===== src/rtl/assert_macros.svh =====
// Assertion macros for the RTL of the key matrix event unit.
// No dependencies; expects clk_i and rst_ni in the including module.
`ifndef ASSERT_MACROS_SVH
`define ASSERT_MACROS_SVH

// Clocked property, disabled while reset is asserted.
`define KMCE_ASSERT(label, prop, msg) \
  label: assert property (@(posedge clk_i) disable iff (!rst_ni) (prop)) \
    else $error(msg);

// Clocked property that also holds during reset.
`define KMCE_ASSERT_ALWAYS(label, prop, msg) \
  label: assert property (@(posedge clk_i) (prop)) else $error(msg);

`endif


===== src/rtl/kmce_pkg.sv =====
// Package for the key matrix event unit: matrix geometry, scan remap and keymap ROM.
// No dependencies.
package kmce_pkg;

  localparam int unsigned DriveLines = 8;
  localparam int unsigned SenseLines = 7;
  localparam int unsigned KeyCols    = 14;
  localparam int unsigned KeyCount   = DriveLines * SenseLines;
  localparam int unsigned IdxW       = $clog2(KeyCount);
  localparam int unsigned CodeW      = 7;

  typedef logic [KeyCount-1:0] key_map_t;
  typedef logic [IdxW-1:0]     key_idx_t;
  typedef logic [CodeW-1:0]    key_code_t;

  // Turn active-low raw sense levels into the pressed map in key-index order.
  function automatic key_map_t scan_to_map(input logic [KeyCount-1:0] raw);
    key_map_t    map;
    int unsigned krow;
    int unsigned kcol;
    map = '0;
    for (int unsigned r = 0; r < DriveLines; r++) begin
      for (int unsigned c = 0; c < SenseLines; c++) begin
        krow = 3 - (r & 3);
        kcol = c * 2 + (((r & 4) != 0) ? 0 : 1);
        map[krow * KeyCols + kcol] = ~raw[r * SenseLines + c];
      end
    end
    return map;
  endfunction

  function automatic key_code_t key_rom(input key_idx_t idx);
    key_code_t code;
    case (idx)
      6'd0:  code = 7'h60;
      6'd1:  code = 7'h31;
      6'd2:  code = 7'h32;
      6'd3:  code = 7'h33;
      6'd4:  code = 7'h34;
      6'd5:  code = 7'h35;
      6'd6:  code = 7'h36;
      6'd7:  code = 7'h37;
      6'd8:  code = 7'h38;
      6'd9:  code = 7'h39;
      6'd10: code = 7'h30;
      6'd11: code = 7'h2d;
      6'd12: code = 7'h3d;
      6'd13: code = 7'h01;
      6'd14: code = 7'h02;
      6'd15: code = 7'h71;
      6'd16: code = 7'h77;
      6'd17: code = 7'h65;
      6'd18: code = 7'h72;
      6'd19: code = 7'h74;
      6'd20: code = 7'h79;
      6'd21: code = 7'h75;
      6'd22: code = 7'h69;
      6'd23: code = 7'h6f;
      6'd24: code = 7'h70;
      6'd25: code = 7'h5b;
      6'd26: code = 7'h5d;
      6'd27: code = 7'h5c;
      6'd28: code = 7'h03;
      6'd29: code = 7'h04;
      6'd30: code = 7'h61;
      6'd31: code = 7'h73;
      6'd32: code = 7'h64;
      6'd33: code = 7'h66;
      6'd34: code = 7'h67;
      6'd35: code = 7'h68;
      6'd36: code = 7'h6a;
      6'd37: code = 7'h6b;
      6'd38: code = 7'h6c;
      6'd39: code = 7'h3b;
      6'd40: code = 7'h27;
      6'd41: code = 7'h05;
      6'd42: code = 7'h06;
      6'd43: code = 7'h07;
      6'd44: code = 7'h08;
      6'd45: code = 7'h7a;
      6'd46: code = 7'h78;
      6'd47: code = 7'h63;
      6'd48: code = 7'h76;
      6'd49: code = 7'h62;
      6'd50: code = 7'h6e;
      6'd51: code = 7'h6d;
      6'd52: code = 7'h2c;
      6'd53: code = 7'h2e;
      6'd54: code = 7'h2f;
      6'd55: code = 7'h20;
      default: code = '0;
    endcase
    return code;
  endfunction

endpackage


===== src/rtl/key_matrix_change_events_unit.sv =====
// Key matrix change event unit: walks the changed-key mask of each scan and emits events.
// Depends on kmce_pkg and assert_macros.svh.
//
//   channel  | direction | payload                                  | handshake
//   ---------+-----------+------------------------------------------+----------------------
//   scan in  | input     | raw_levels_i (56 b, active low)          | in_valid_i/in_stall_o
//   events   | output    | pressed_o, key_code_o, key_index_o, last_o | out_valid_o/out_stall_i
//
// A scan is taken while idle; a shift sequencer then steps one key index per cycle
// (holding at a changed key while the output is stalled) and stops after the highest
// changed key, holding the input until then. An unchanged scan never stalls the input.
// Reset clears the pressed map (no key down), the sequencer and the output valid.
// A stalled event holds the output register; the walk waits on it only at changed keys.
`include "assert_macros.svh"

module key_matrix_change_events_unit
  import kmce_pkg::*;
(
  input  logic                clk_i,
  input  logic                rst_ni,
  input  logic                in_valid_i,
  output logic                in_stall_o,
  input  logic [KeyCount-1:0] raw_levels_i,
  output logic                out_valid_o,
  input  logic                out_stall_i,
  output logic                pressed_o,
  output logic [CodeW-1:0]    key_code_o,
  output logic [IdxW-1:0]     key_index_o,
  output logic                last_o
);

  localparam logic StIdle = 1'b0;
  localparam logic StWalk = 1'b1;

  logic      state_q, state_d;
  key_map_t  map_q, map_d;
  key_map_t  diff_q, diff_d;
  key_idx_t  idx_q, idx_d;
  logic      out_valid_q, out_valid_d;
  logic      pressed_q, pressed_d;
  key_code_t code_q, code_d;
  key_idx_t  oidx_q, oidx_d;
  logic      last_q, last_d;

  key_map_t  scan_map;
  logic      in_accept;
  logic      out_free;
  logic      pending;
  logic      remain;
  logic      load;

  assign scan_map  = scan_to_map(raw_levels_i);
  assign in_stall_o = (state_q == StWalk);
  assign in_accept = in_valid_i && !in_stall_o;
  assign out_free  = !out_valid_q || !out_stall_i;
  assign pending   = diff_q[0];
  assign remain    = |diff_q[KeyCount-1:1];
  assign load      = (state_q == StWalk) && pending && out_free;

  always_comb begin
    state_d     = state_q;
    map_d       = map_q;
    diff_d      = diff_q;
    idx_d       = idx_q;
    out_valid_d = out_valid_q && out_stall_i;
    pressed_d   = pressed_q;
    code_d      = code_q;
    oidx_d      = oidx_q;
    last_d      = last_q;
    case (state_q)
      StIdle: begin
        if (in_accept) begin
          map_d  = scan_map;
          diff_d = scan_map ^ map_q;
          idx_d  = '0;
          if ((scan_map ^ map_q) != '0) begin
            state_d = StWalk;
          end
        end
      end
      StWalk: begin
        // Advance past unchanged keys freely; hold on a changed key until the slot frees.
        if (!pending || out_free) begin
          diff_d = diff_q >> 1;
          idx_d  = idx_q + 1'b1;
          if (pending) begin
            out_valid_d = 1'b1;
            pressed_d   = map_q[idx_q];
            code_d      = key_rom(idx_q);
            oidx_d      = idx_q;
            last_d      = !remain;
            if (!remain) begin
              state_d = StIdle;
            end
          end
        end
      end
      default: state_d = StIdle;
    endcase
  end

  always_ff @(posedge clk_i or negedge rst_ni) begin
    if (!rst_ni) begin
      state_q     <= StIdle;
      map_q       <= '0;
      out_valid_q <= 1'b0;
    end else begin
      state_q     <= state_d;
      map_q       <= map_d;
      out_valid_q <= out_valid_d;
    end
  end

  always_ff @(posedge clk_i) begin
    diff_q    <= diff_d;
    idx_q     <= idx_d;
    pressed_q <= pressed_d;
    code_q    <= code_d;
    oidx_q    <= oidx_d;
    last_q    <= last_d;
  end

  assign out_valid_o = out_valid_q;
  assign pressed_o   = pressed_q;
  assign key_code_o  = code_q;
  assign key_index_o = oidx_q;
  assign last_o      = last_q;

  `KMCE_ASSERT(a_walk_has_work, (state_q == StWalk) |-> (diff_q != '0), "walk with empty mask")
  `KMCE_ASSERT(a_walk_in_range, (state_q == StWalk) |-> (idx_q < IdxW'(KeyCount)), "index out of range")
  `KMCE_ASSERT(a_last_ends_walk, (load && !remain) |=> (state_q == StIdle && out_valid_q && last_q), "last event did not end walk")
  `KMCE_ASSERT(a_map_update, in_accept |=> (map_q == $past(scan_map)), "pressed map not updated")
  // Uses |=>, as the first edge in reset may still see power-up values.
  `KMCE_ASSERT_ALWAYS(a_reset_idle, !rst_ni |=> (state_q == StIdle && !out_valid_q), "not idle in reset")

endmodule

===== config.mk =====
export PLATFORM = sky130hd
export DESIGN_NAME = key_matrix_change_events_unit
export DESIGN_NICKNAME = d
export VERILOG_FILES = /design/src/rtl/kmce_pkg.sv /design/src/rtl/key_matrix_change_events_unit.sv
export VERILOG_INCLUDE_DIRS = /design/src /design/src/rtl
export SDC_FILE = /design/constraint.sdc
export NUM_CORES = 1
export LEC_CHECK = 0
export ABC_AREA = 0
export BUFFER_PORTS_ARGS = -buffer_cell sky130_fd_sc_hd__buf_4
export CORE_UTILIZATION = 53
export DETAILED_ROUTE_END_ITERATION = 7
export GPL_TIMING_DRIVEN = 0
export PLACE_DENSITY_LB_ADDON = 0.1
export SYNTH_ARGS = -nofsm -noshare
export SYNTH_HDL_FRONTEND = slang
export SYNTH_SLANG_ARGS = --single-unit

===== constraint.sdc =====
create_clock -name clk_i -period 3.5 [get_ports clk_i]
set_input_delay 0.7 -clock clk_i [delete_from_list [all_inputs] [get_ports clk_i]]
set_output_delay 0.7 -clock clk_i [all_outputs]
set_load 0.1 [all_outputs]

==> results of run 1 <==
[where the power goes]
part           internal, mW  total [mW]  switching [mW]
Sequential             2.48        2.88           0.403
Clock                  1.09        1.77           0.681
Combinational          1.02        3.11            2.09
[metal layers]
layer / share of wire (%) / track usage, % / up-vias
li1: - / - / 2556
met1: 42 / 42.6 / 2728
met2: 47 / 47.7 / 301
met3: 8.9 / 8.10 / 34
met4: 2.4 / 11.5 / 0
met5: 0 / 0 / -
[worst min-delay path by stage]
stage / startpoint / endpoint / slack [ns] / depth (start not counted)
floorplan: rst_ni / in_stall_o / 0.40 / 0
global placement: idx_q[5] / key_index_o[5] / 0.50 / 0
detailed placement: idx_q[5] / key_index_o[5] / 0.49 / 0
CTS: rst_ni / map_q[54] / 0.38 / 1
global route: rst_ni / map_q[54] / 0.43 / 1
finish: rst_ni / map_q[54] / 0.36 / 1
[cell usage in the layout, fill, tap and decap left out, drive strengths merged, types with 2 or more instances in the layout]
cell,n
o31ai,2
nand2,136
clkinv,9
xnor2,7
nand4,17
ha,15
and2,5
nor4,17
nor2,13
buf,93
xor2,52
a21oi,15
nand3,7
or3,2
mux4,15
a31oi,4
bufinv,2
o22ai,2
dfrtp,58
edfxtp,77
a311oi,3
nor3,7
inv,9
clkbuf,46
a211oi,2
o211ai,2
mux2,4
nor2b,3
nand2b,5
mux2i,2
o21ai,121
[area by class of cell]
cell class,count,area (um^2),share of cell area (%)
Sequential cell,135,3760,45.3
Multi-Input combinational cell,470,2950,35.5
Timing Repair Buffer,77,591,7.10
Inverter,8,30.0,0.361
Tap cell,172,215,2.59
Clock buffer,20,458,5.51
Clock inverter,12,124,1.49
Buffer,42,185,2.23
[state kept, by name (all words and copies together) (netlist names)]
register and count:
in_stall_o 1, last_o 1, pressed_o 1, idx_q 6, key_code_o 7, map_q 56, out_valid_o 1, diff_q 56
key_index_o 6
[metrics by stage]
stage	setup WS (ns)	total power [mW]
floorplan	0.193	5.01
global route	0.744	8.13
global placement	-0.117	5.91
detailed placement	0.906	5.94
finish	0.850	7.76
CTS	0.900	7.72
[logic make-up (layout without fill, tap and decap cells)]
family	count (synthesis)	count (layout)	share of synthesized area [%]
flip-flops	135	135	54.4
AO/OA/AOI/OAI	160	160	12.6
XOR/XNOR	59	59	7.47
AND/OR/NAND/NOR	215	215	13.8
buffers and inverters	50	159	3.11
multiplexers	21	21	5.82
adder cells (fa/ha/maj)	15	15	2.71
[worst register-to-register path: stages, from the launching register on]
cell and delay [ns]:
edfxtp_1 0.43, buf_4 0.25, buf_2 0.32, inv_2 0.17
ha_1 0.40, nand2b_1 0.19, a21oi_1 0.19, a21oi_1 0.07
a211oi_1 0.29, a21oi_1 0.07
==> impl_metrics.tcl, run 1 <==
set metrics [dict create \
    dieArea_mm2 0.0135 \
    setup_viol 0 \
    drt-total-wl_mm 19.6 \
    max_stage_delay_ns 0.43 \
    drc 0 \
    drive_gt1_share_pct 18.5 \
    critPathKind "reg2reg" \
    postRouteAntennaNets 0 \
    hold_path_class "in2async" \
    drt_first_pass_iters 6 \
    fin_skew_ns 0.0115 \
    worstSetupStartpointType "register" \
    cts_root_buf "clkbuf_16" \
    cts-resized-gates 0 \
    yosysMostFrequentCell "nand2_1" \
    clk_pin_slew_ns 0.06 \
    initial_core_util_pct 54.6 \
    dp_hpwl_mm 13.9 \
    maxSlewViolCount 0 \
    crit_top_cell "a21oi_1" \
    worstPathRequired_ns 3.64 \
    ys.flop_type "edfxtp_1" \
    diodes 0 \
    clockBufferDepth 2 \
    placed_area_mm2 0.00773 \
    drtIter0Drc 480 \
    finalCritPeriodShare_pct 75.7 \
    coreArea_mm2 0.0127 \
    cts_tree "built" \
    synth_nets 730 \
    synth_seq_cells 135 \
    stdcell_area_mm2 0.00832 \
    end_kind "register" \
    die_w_um 116 \
    rsz0062_at_grt "false" \
    nFillCells 1053 \
    r2r-start "idx_q[0]" \
    critPathLaunch "idx_q[0]" \
    r2r_setup_slack_ns 0.85 \
    clock_sinks 135 \
    wl_per_cell_um 21.0 \
    power.density_mw_per_mm2 932 \
    p_leak_nw 3.55 \
    cts_made_buffers 17 \
    synth_top_area_share_pct 33.4 \
    path_cells "buf_4 -> buf_2 -> inv_2 -> ha_1 -> nand2b_1 -> a21oi_1 -> a21oi_1 -> a211oi_1 -> a21oi_1" \
    seq_area_frac_synth_pct 54.4 \
    crit_end "key_code_o[1]" \
    slew_headroom_pct 37.4 \
    vias 5619 \
    synthTopCellsByCount "nand2_1, edfxtp_1, o21ai_0, dfrtp_1, xor2_1" \
    path_delay_family "buffers and inverters" \
    clock_latency_ns 0.42 \
    cp_max_fo 10 \
    path_buf_inv 3 \
    tightestPinTransition_ns 0.939 \
    antenna_found_initial 0 \
    cts_hold_buf 0 \
    cts_max_level 4 \
    syn_inst 655 \
    synthArstFlopShare_pct 43.0 \
    hold_violations 0 \
    utilization_pct 65.6 \
    period_minus_slack_ns 2.65 \
    maxCapViolCount 0 \
    fp.dieH_um 116 \
    status "complete, no violations" \
    synth_area_leaders "edfxtp_1, dfrtp_1, nand2_1" \
    io_buffers 76 \
    dpl.cell_count 904 \
    arrival_ns 2.79 \
    fin_setup_tns_ns 0 \
    finalNonFillerCells 936 \
    via_per_inst 6.00 \
    yosysUniqueCellTypes 47 \
    num_rows 41 \
    syn_to_final_growth_pct 20.2 \
    overflow 0 \
    ys_warn_count 0 \
    ir_drop_mv 0.386 \
    critPathSlowestCell "edfxtp_1" \
    grt_use_total_pct 31.0 \
    fmax_mhz 377 \
    final_nets 826 \
    cp.depth 9 \
    grt_pass1_vias 5356 \
    io_pins 77 \
    synthesis.area_mm2 0.00692 \
    grt_max_degree 59 \
    grt_first_pass_wirelength_mm 30.1 \
    syn_avg_cell_area_um2 10.6 \
    synth_edf_count 77 \
    worstRegToRegCells 9 \
    crit-reg2reg-capture "key_code_o[1]" \
    place.gp.congestion 0.945 \
    post_cts_buffers 0 \
    hold_slack_ns 0.361 \
    synth_largest_area_cell "edfxtp_1" \
]
(Power assumes the default switching activity.)
==> inputs of run 2 (changes only) <==
==> constraint.sdc (replaced) <==
create_clock -name clk_i -period 2.1 [get_ports clk_i]
set_input_delay 0.42 -clock clk_i [delete_from_list [all_inputs] [get_ports clk_i]]
set_output_delay 0.42 -clock clk_i [all_outputs]
set_load 0.1 [all_outputs]
==> run 2 against run 1 <==
  * Clock skew shrank 0.0021 ns
  * Clock-buffer cell count grew 3
  * Via count shrank 0.21%
  * Worst setup slack lost 0.85 ns
  * Critical path depth shrank 2
  * Flip-flop and latch count is the same
  * Highest routed layer unchanged
  * Core utilization grew 1.0 points
==> impl_metrics.tcl, run 2 (synthesis results as in run 1) <==
set metrics [dict create \
    p_seq_share_pct 36.4 \
    max_stage_delay_ns 0.42 \
    path_cells "buf_6 -> buf_4 -> mux4_2 -> o22ai_2 -> a2111oi_2 -> a311oi_2 -> a221oi_2" \
    clockBufferDepth 2 \
    regArea_mm2 0.00377 \
    final_nets 832 \
    dieArea_mm2 0.0135 \
    diodes 0 \
    postRouteAntennaNets 0 \
    utilization_pct 66.6 \
    initial_core_util_pct 54.6 \
    ir_drop_mv 0.763 \
    fp.dieH_um 116 \
    tightestPinTransition_ns 0.892 \
    die_w_um 116 \
    p_leak_nw 3.58 \
    multi_input_area_mm2 0.00302 \
    critPathSlowestCell "a2111oi_2" \
    place.gp.congestion 0.910 \
    final_common_cell "nand2_1" \
    crit-reg2reg-capture "pressed_o" \
    rsz0062_at_grt "true" \
    fin_setup_tns_ns 0 \
    period_minus_slack_ns 2.10 \
    p_switching_mw 5.39 \
    worstPathRequired_ns 2.34 \
    overflow 0 \
    r2r-start "idx_q[0]" \
    hold_violations 0 \
    clkPwrFrac_pct 21.0 \
    grt_max_degree 59 \
    grt_first_pass_wirelength_mm 30.6 \
    cts_root_buf "clkbuf_16" \
    grt_pass1_vias 5521 \
    setup_viol 0 \
    dp_hpwl_mm 14.3 \
    clock_latency_ns 0.43 \
    clock_sinks 135 \
    nFillCells 1035 \
    via_per_inst 5.95 \
    grt_use_total_pct 31.7 \
    finalNonFillerCells 942 \
    critPathLaunch "idx_q[0]" \
    coreArea_mm2 0.0127 \
    drc 0 \
    hold_path_class "in2async" \
    power.internal_mw 7.71 \
    fin_skew_ns 0.00941 \
    slew_headroom_pct 40.6 \
    cts_made_buffers 17 \
    setup_ws_ns 0.00269 \
    worstSetupStartpointType "register" \
    maxSlewViolCount 0 \
    critPathKind "reg2reg" \
    wl_per_cell_um 21.2 \
    fmax_mhz 477 \
    power.density_mw_per_mm2 1550 \
    drt_first_pass_iters 5 \
    io_pins 77 \
    io_buffers 76 \
    maxCapViolCount 0 \
    cp_max_fo 4 \
    cts_max_level 4 \
    p_sw_share_pct 41.1 \
    most-common-layout-cells "nand2_1, buf_4, edfxtp_1" \
    worstRegToRegCells 7 \
    syn_to_final_growth_pct 22.1 \
    post-place-ws_ns -0.400 \
    cts_tree "built" \
    finalCritPeriodShare_pct 99.9 \
    drtIter0Drc 631 \
    end_kind "register" \
    num_rows 41 \
    dpl.cell_count 904 \
    p_comb_share_pct 42.6 \
    antenna_found_initial 0 \
    clk_pin_slew_ns 0.06 \
    r2r_setup_slack_ns 0.003 \
    vias 5607 \
    drt-total-wl_mm 20.0 \
    status "complete, no violations" \
    arrival_ns 2.33 \
    drive_gt1_share_pct 20.9 \
]
[run 2: cell count changes in the layout (fill, tap and decap cells not counted), moves of 2 or more]
| cell | change |
|---|---|
| clkbuf_2 | +7 |
| dfrtp_1 | -2 |
| buf_12 | +2 |
| buf_2 | -4 |
| clkinv_1 | +3 |
| nor2_2 | +3 |
| buf_6 | +2 |
| clkinv_2 | -5 |
| nor2_1 | -2 |
| clkinvlp_4 | +2 |
| clkbuf_1 | -3 |
| buf_4 | +4 |
[run 2: worst max path at each step]
stage,endpoint,slack [ns],cells past startpoint
after floorplan,diff_q[0],-0.14,4
after CTS,pressed_o,0.005,4
after detailed placement,key_code_o[1],-0.40,9
after global placement,key_code_o[1],-0.41,9
final,pressed_o,0.003,7
after global routing,pressed_o,-0.03,7
[run 2: power groups by stage]
| stage | Combinational (mW) | Sequential, mW | Clock [mW] |
|---|---|---|---|
| after floorplan | 2.72 | 5.64 | 0 |
| after global placement | 5.05 | 4.80 | 0 |
| after detailed placement | 5.13 | 4.81 | 0 |
| after CTS | 5.40 | 4.74 | 2.79 |
| after global routing | 5.99 | 4.87 | 2.87 |
| final | 5.58 | 4.78 | 2.75 |
[run 2: routing by layer]
metal	vias to the layer above	track usage (%)	routed length [um]
li1	2570	-	-
met4	0	14.8	530
met5	-	0	0
met2	245	48.5	9300
met3	42	8.46	1750
met1	2750	42.3	8400
[run 2: stage by stage]
| stage | cell area, um^2 | hold WS (ns) | power [mW] |
|---|---|---|---|
| global route | 8440 | 0.133 | 13.7 |
| CTS | 8390 | 0.0828 | 12.9 |
| global placement | 7730 | 0.495 | 9.85 |
| finish | 8440 | 0.0782 | 13.1 |
| floorplan | 6950 | 0.124 | 8.37 |
| detailed placement | 7760 | 0.499 | 9.94 |
[run 2: critical path, delay by kind of cell, from the launching register on]
| kind | cells | cell delay [ns] |
|---|---|---|
| AO/OA/AOI/OAI | 4 | 0.86 |
| buffers and inverters | 2 | 0.30 |
| multiplexers | 1 | 0.34 |
| flip-flops | 1 | 0.41 |
[run 2: cell type report]
cell class / count / share of cell area [%]
sequential: 135 / 44.6
multi-input combinational: 471 / 35.8
timing repair buffer: 82 / 7.44
clock buffer: 23 / 5.42
buffer: 42 / 2.80
tap: 172 / 2.55
clock inverter: 9 / 0.919
inverter: 8 / 0.445
[run 2: timing repair]
action / in CTS / in global routing
hold buffers: 0 / 0
cloned: 0 / 1
endpoints found under the setup margin: 10 / 77
pin swaps: 2 / 1
buffers inserted: 5 / 0
resized for setup: 14 / 24
==> inputs of run 3 (changes only) <==
--- a/config.mk
+++ b/config.mk
@@ -8,7 +8,9 @@
 export LEC_CHECK = 0
 export ABC_AREA = 0
 export BUFFER_PORTS_ARGS = -buffer_cell sky130_fd_sc_hd__buf_4
-export CORE_UTILIZATION = 53
+export CELL_PAD_IN_SITES_DETAIL_PLACEMENT = 1
+export CELL_PAD_IN_SITES_GLOBAL_PLACEMENT = 2
+export CORE_UTILIZATION = 38
 export DETAILED_ROUTE_END_ITERATION = 7
 export GPL_TIMING_DRIVEN = 0
 export PLACE_DENSITY_LB_ADDON = 0.1
==> constraint.sdc (replaced) <==
create_clock -name clk_i -period 2.3 [get_ports clk_i]
set_input_delay 0.46 -clock clk_i [delete_from_list [all_inputs] [get_ports clk_i]]
set_output_delay 0.46 -clock clk_i [all_outputs]
set_load 0.005 [all_outputs]
==> run 3 against run 2 <==
  * First-iteration DRC count fell by 37%
  * Cell area increased by 1.2%
  * Worst setup slack gained 0.039 ns
  * Critical path type unchanged
  * Largest cell class unchanged
  * Largest power group is now sequential cells
==> impl_metrics.tcl, run 3 (synthesis results as in run 1) <==
set metrics [dict create \
    status "complete, no violations" \
    diodes 0 \
    worstSetupStartpointType "register" \
    syn_to_final_growth_pct 23.5 \
    maxSlewViolCount 0 \
    path_cells "buf_6 -> buf_4 -> mux4_2 -> o22ai_1 -> a2111oi_0 -> a311oi_1 -> a221oi_2" \
    regArea_mm2 0.00376 \
    worstPathRequired_ns 2.54 \
    cts_root_buf "clkbuf_16" \
    coreArea_mm2 0.0175 \
    critPathKind "reg2reg" \
    place.gp.congestion 0.866 \
    final_nets 835 \
    grt_use_total_pct 25.9 \
    worstRegToRegCells 7 \
    clk_pin_slew_ns 0.06 \
    postRouteAntennaNets 0 \
    slew_headroom_pct 45.2 \
    drc 0 \
    tightestPinTransition_ns 0.822 \
    via_per_inst 5.57 \
    overflow 0 \
    cp.depth 7 \
    critPathSlowestCell "a2111oi_0" \
    wl_per_cell_um 22.8 \
    path_delay_family "compound AO/OA/AOI/OAI gates" \
    clock_latency_ns 0.43 \
    post-place-ws_ns -0.503 \
    hold_violations 0 \
    grt_pass1_vias 5867 \
    most-common-layout-cells "nand2_1, buf_4, edfxtp_1" \
    vias 5563 \
    drive_gt1_share_pct 20.2 \
    initial_core_util_pct 39.4 \
    crit-reg2reg-capture "pressed_o" \
    fmax_mhz 443 \
    rsz0062_at_grt "false" \
    fin_skew_ns 0.0133 \
    nFillCells 1929 \
    r2r-start "idx_q[0]" \
    ir_drop_mv 0.811 \
    hold_path_class "in2async" \
    critPathLaunch "idx_q[0]" \
    power.density_mw_per_mm2 1340 \
    arrival_ns 2.50 \
    r2r_setup_slack_ns 0.04 \
    placed_area_mm2 0.00785 \
    dieArea_mm2 0.0187 \
    io_buffers 76 \
    grt_max_degree 59 \
    utilization_pct 48.7 \
    clockBufferDepth 2 \
    die_w_um 137 \
    cp_max_fo 4 \
    maxCapViolCount 0 \
    dp_hpwl_mm 16.7 \
    final_common_cell "nand2_1" \
    setup_ws_ns 0.0418 \
    end_kind "register" \
    stdcell_area_mm2 0.00855 \
    drt_first_pass_iters 5 \
    cts_tree "built" \
    p_leak_nw 3.62 \
    crit_end "pressed_o" \
    grt_first_pass_wirelength_mm 34.8 \
    path_buf_inv 2 \
    finalCritPeriodShare_pct 98.2 \
    finalNonFillerCells 998 \
    drt-total-wl_mm 22.7 \
    dpl.cell_count 959 \
    cts_hold_buf 0 \
    io_pins 77 \
    max_stage_delay_ns 0.48 \
    fp.dieH_um 137 \
    cts_made_buffers 17 \
    fin_setup_tns_ns 0 \
    period_minus_slack_ns 2.26 \
    clock_sinks 135 \
    cts_max_level 4 \
    num_rows 48 \
    multi_input_area_mm2 0.00297 \
    drtIter0Drc 399 \
    setup_viol 0 \
    antenna_found_initial 0 \
]
[run 3: cell count changes in the layout (fill, tap and decap cells not counted), sizes merged]
| cell | delta |
|---|---|
| clkbuf | -5 |
| buf | +4 |
| inv | +3 |
| bufinv | +2 |
| clkinv | -1 |
[run 3: how the worst min path moves through the flow]
| stage | end | start | slack (ns) |
|---|---|---|---|
| after floorplan | in_stall_o | rst_ni | 0.16 |
| after global placement | out_valid_o | out_valid_o | 0.50 |
| after detailed placement | key_index_o[3] | idx_q[3] | 0.49 |
| after CTS | map_q[23] | rst_ni | 0.15 |
| after global routing | map_q[23] | rst_ni | 0.15 |
| final | map_q[23] | rst_ni | 0.11 |
[run 3: through the flow]
stage | hold slack, ns | power (mW)
after global routing | 0.153 | 12.1
after CTS | 0.151 | 11.4
after floorplan | 0.164 | 6.65
after detailed placement | 0.491 | 8.38
final | 0.106 | 11.5
after global placement | 0.504 | 8.19
[run 3: area by class of cell]
type	count	area share (%)
clock inverters	13	1.99
inverters	8	0.381
plain buffers	42	2.36
clock buffers	19	5.18
multi-input cells	471	34.7
repair buffers	85	8.02
well taps	225	3.29
flip-flops and latches	135	44.0
[run 3: metal layers]
metal  track usage (%)  vias to the layer above  share of wire, %
li1                  -                     2572                 -
met1              35.5                     2806                46
met2              41.5                      167                48
met3              5.52                       18               5.2
met4              6.41                        0               1.0
met5                 0                        -                 0
[run 3: what timing repair did]
item,CTS,global route
gates cloned,0,1
endpoints found under the setup margin,10,33
pin swaps,0,2
setup buffers,6,0
gates resized for setup,6,7
[run 3: worst reg2reg max path: stages, from the launching register on]
cell	delay [ns]
edfxtp_1	0.42
buf_6	0.16
buf_4	0.15
mux4_2	0.39
o22ai_1	0.10
a2111oi_0	0.48
a311oi_1	0.14
a221oi_2	0.24
[run 3: power by group]
part           switching, mW  total, mW  internal [mW]
Clock                   1.12       2.87           1.75
Combinational           2.50       4.24           1.73
Sequential             0.588       4.35           3.76
Total                   4.21       11.5           7.25
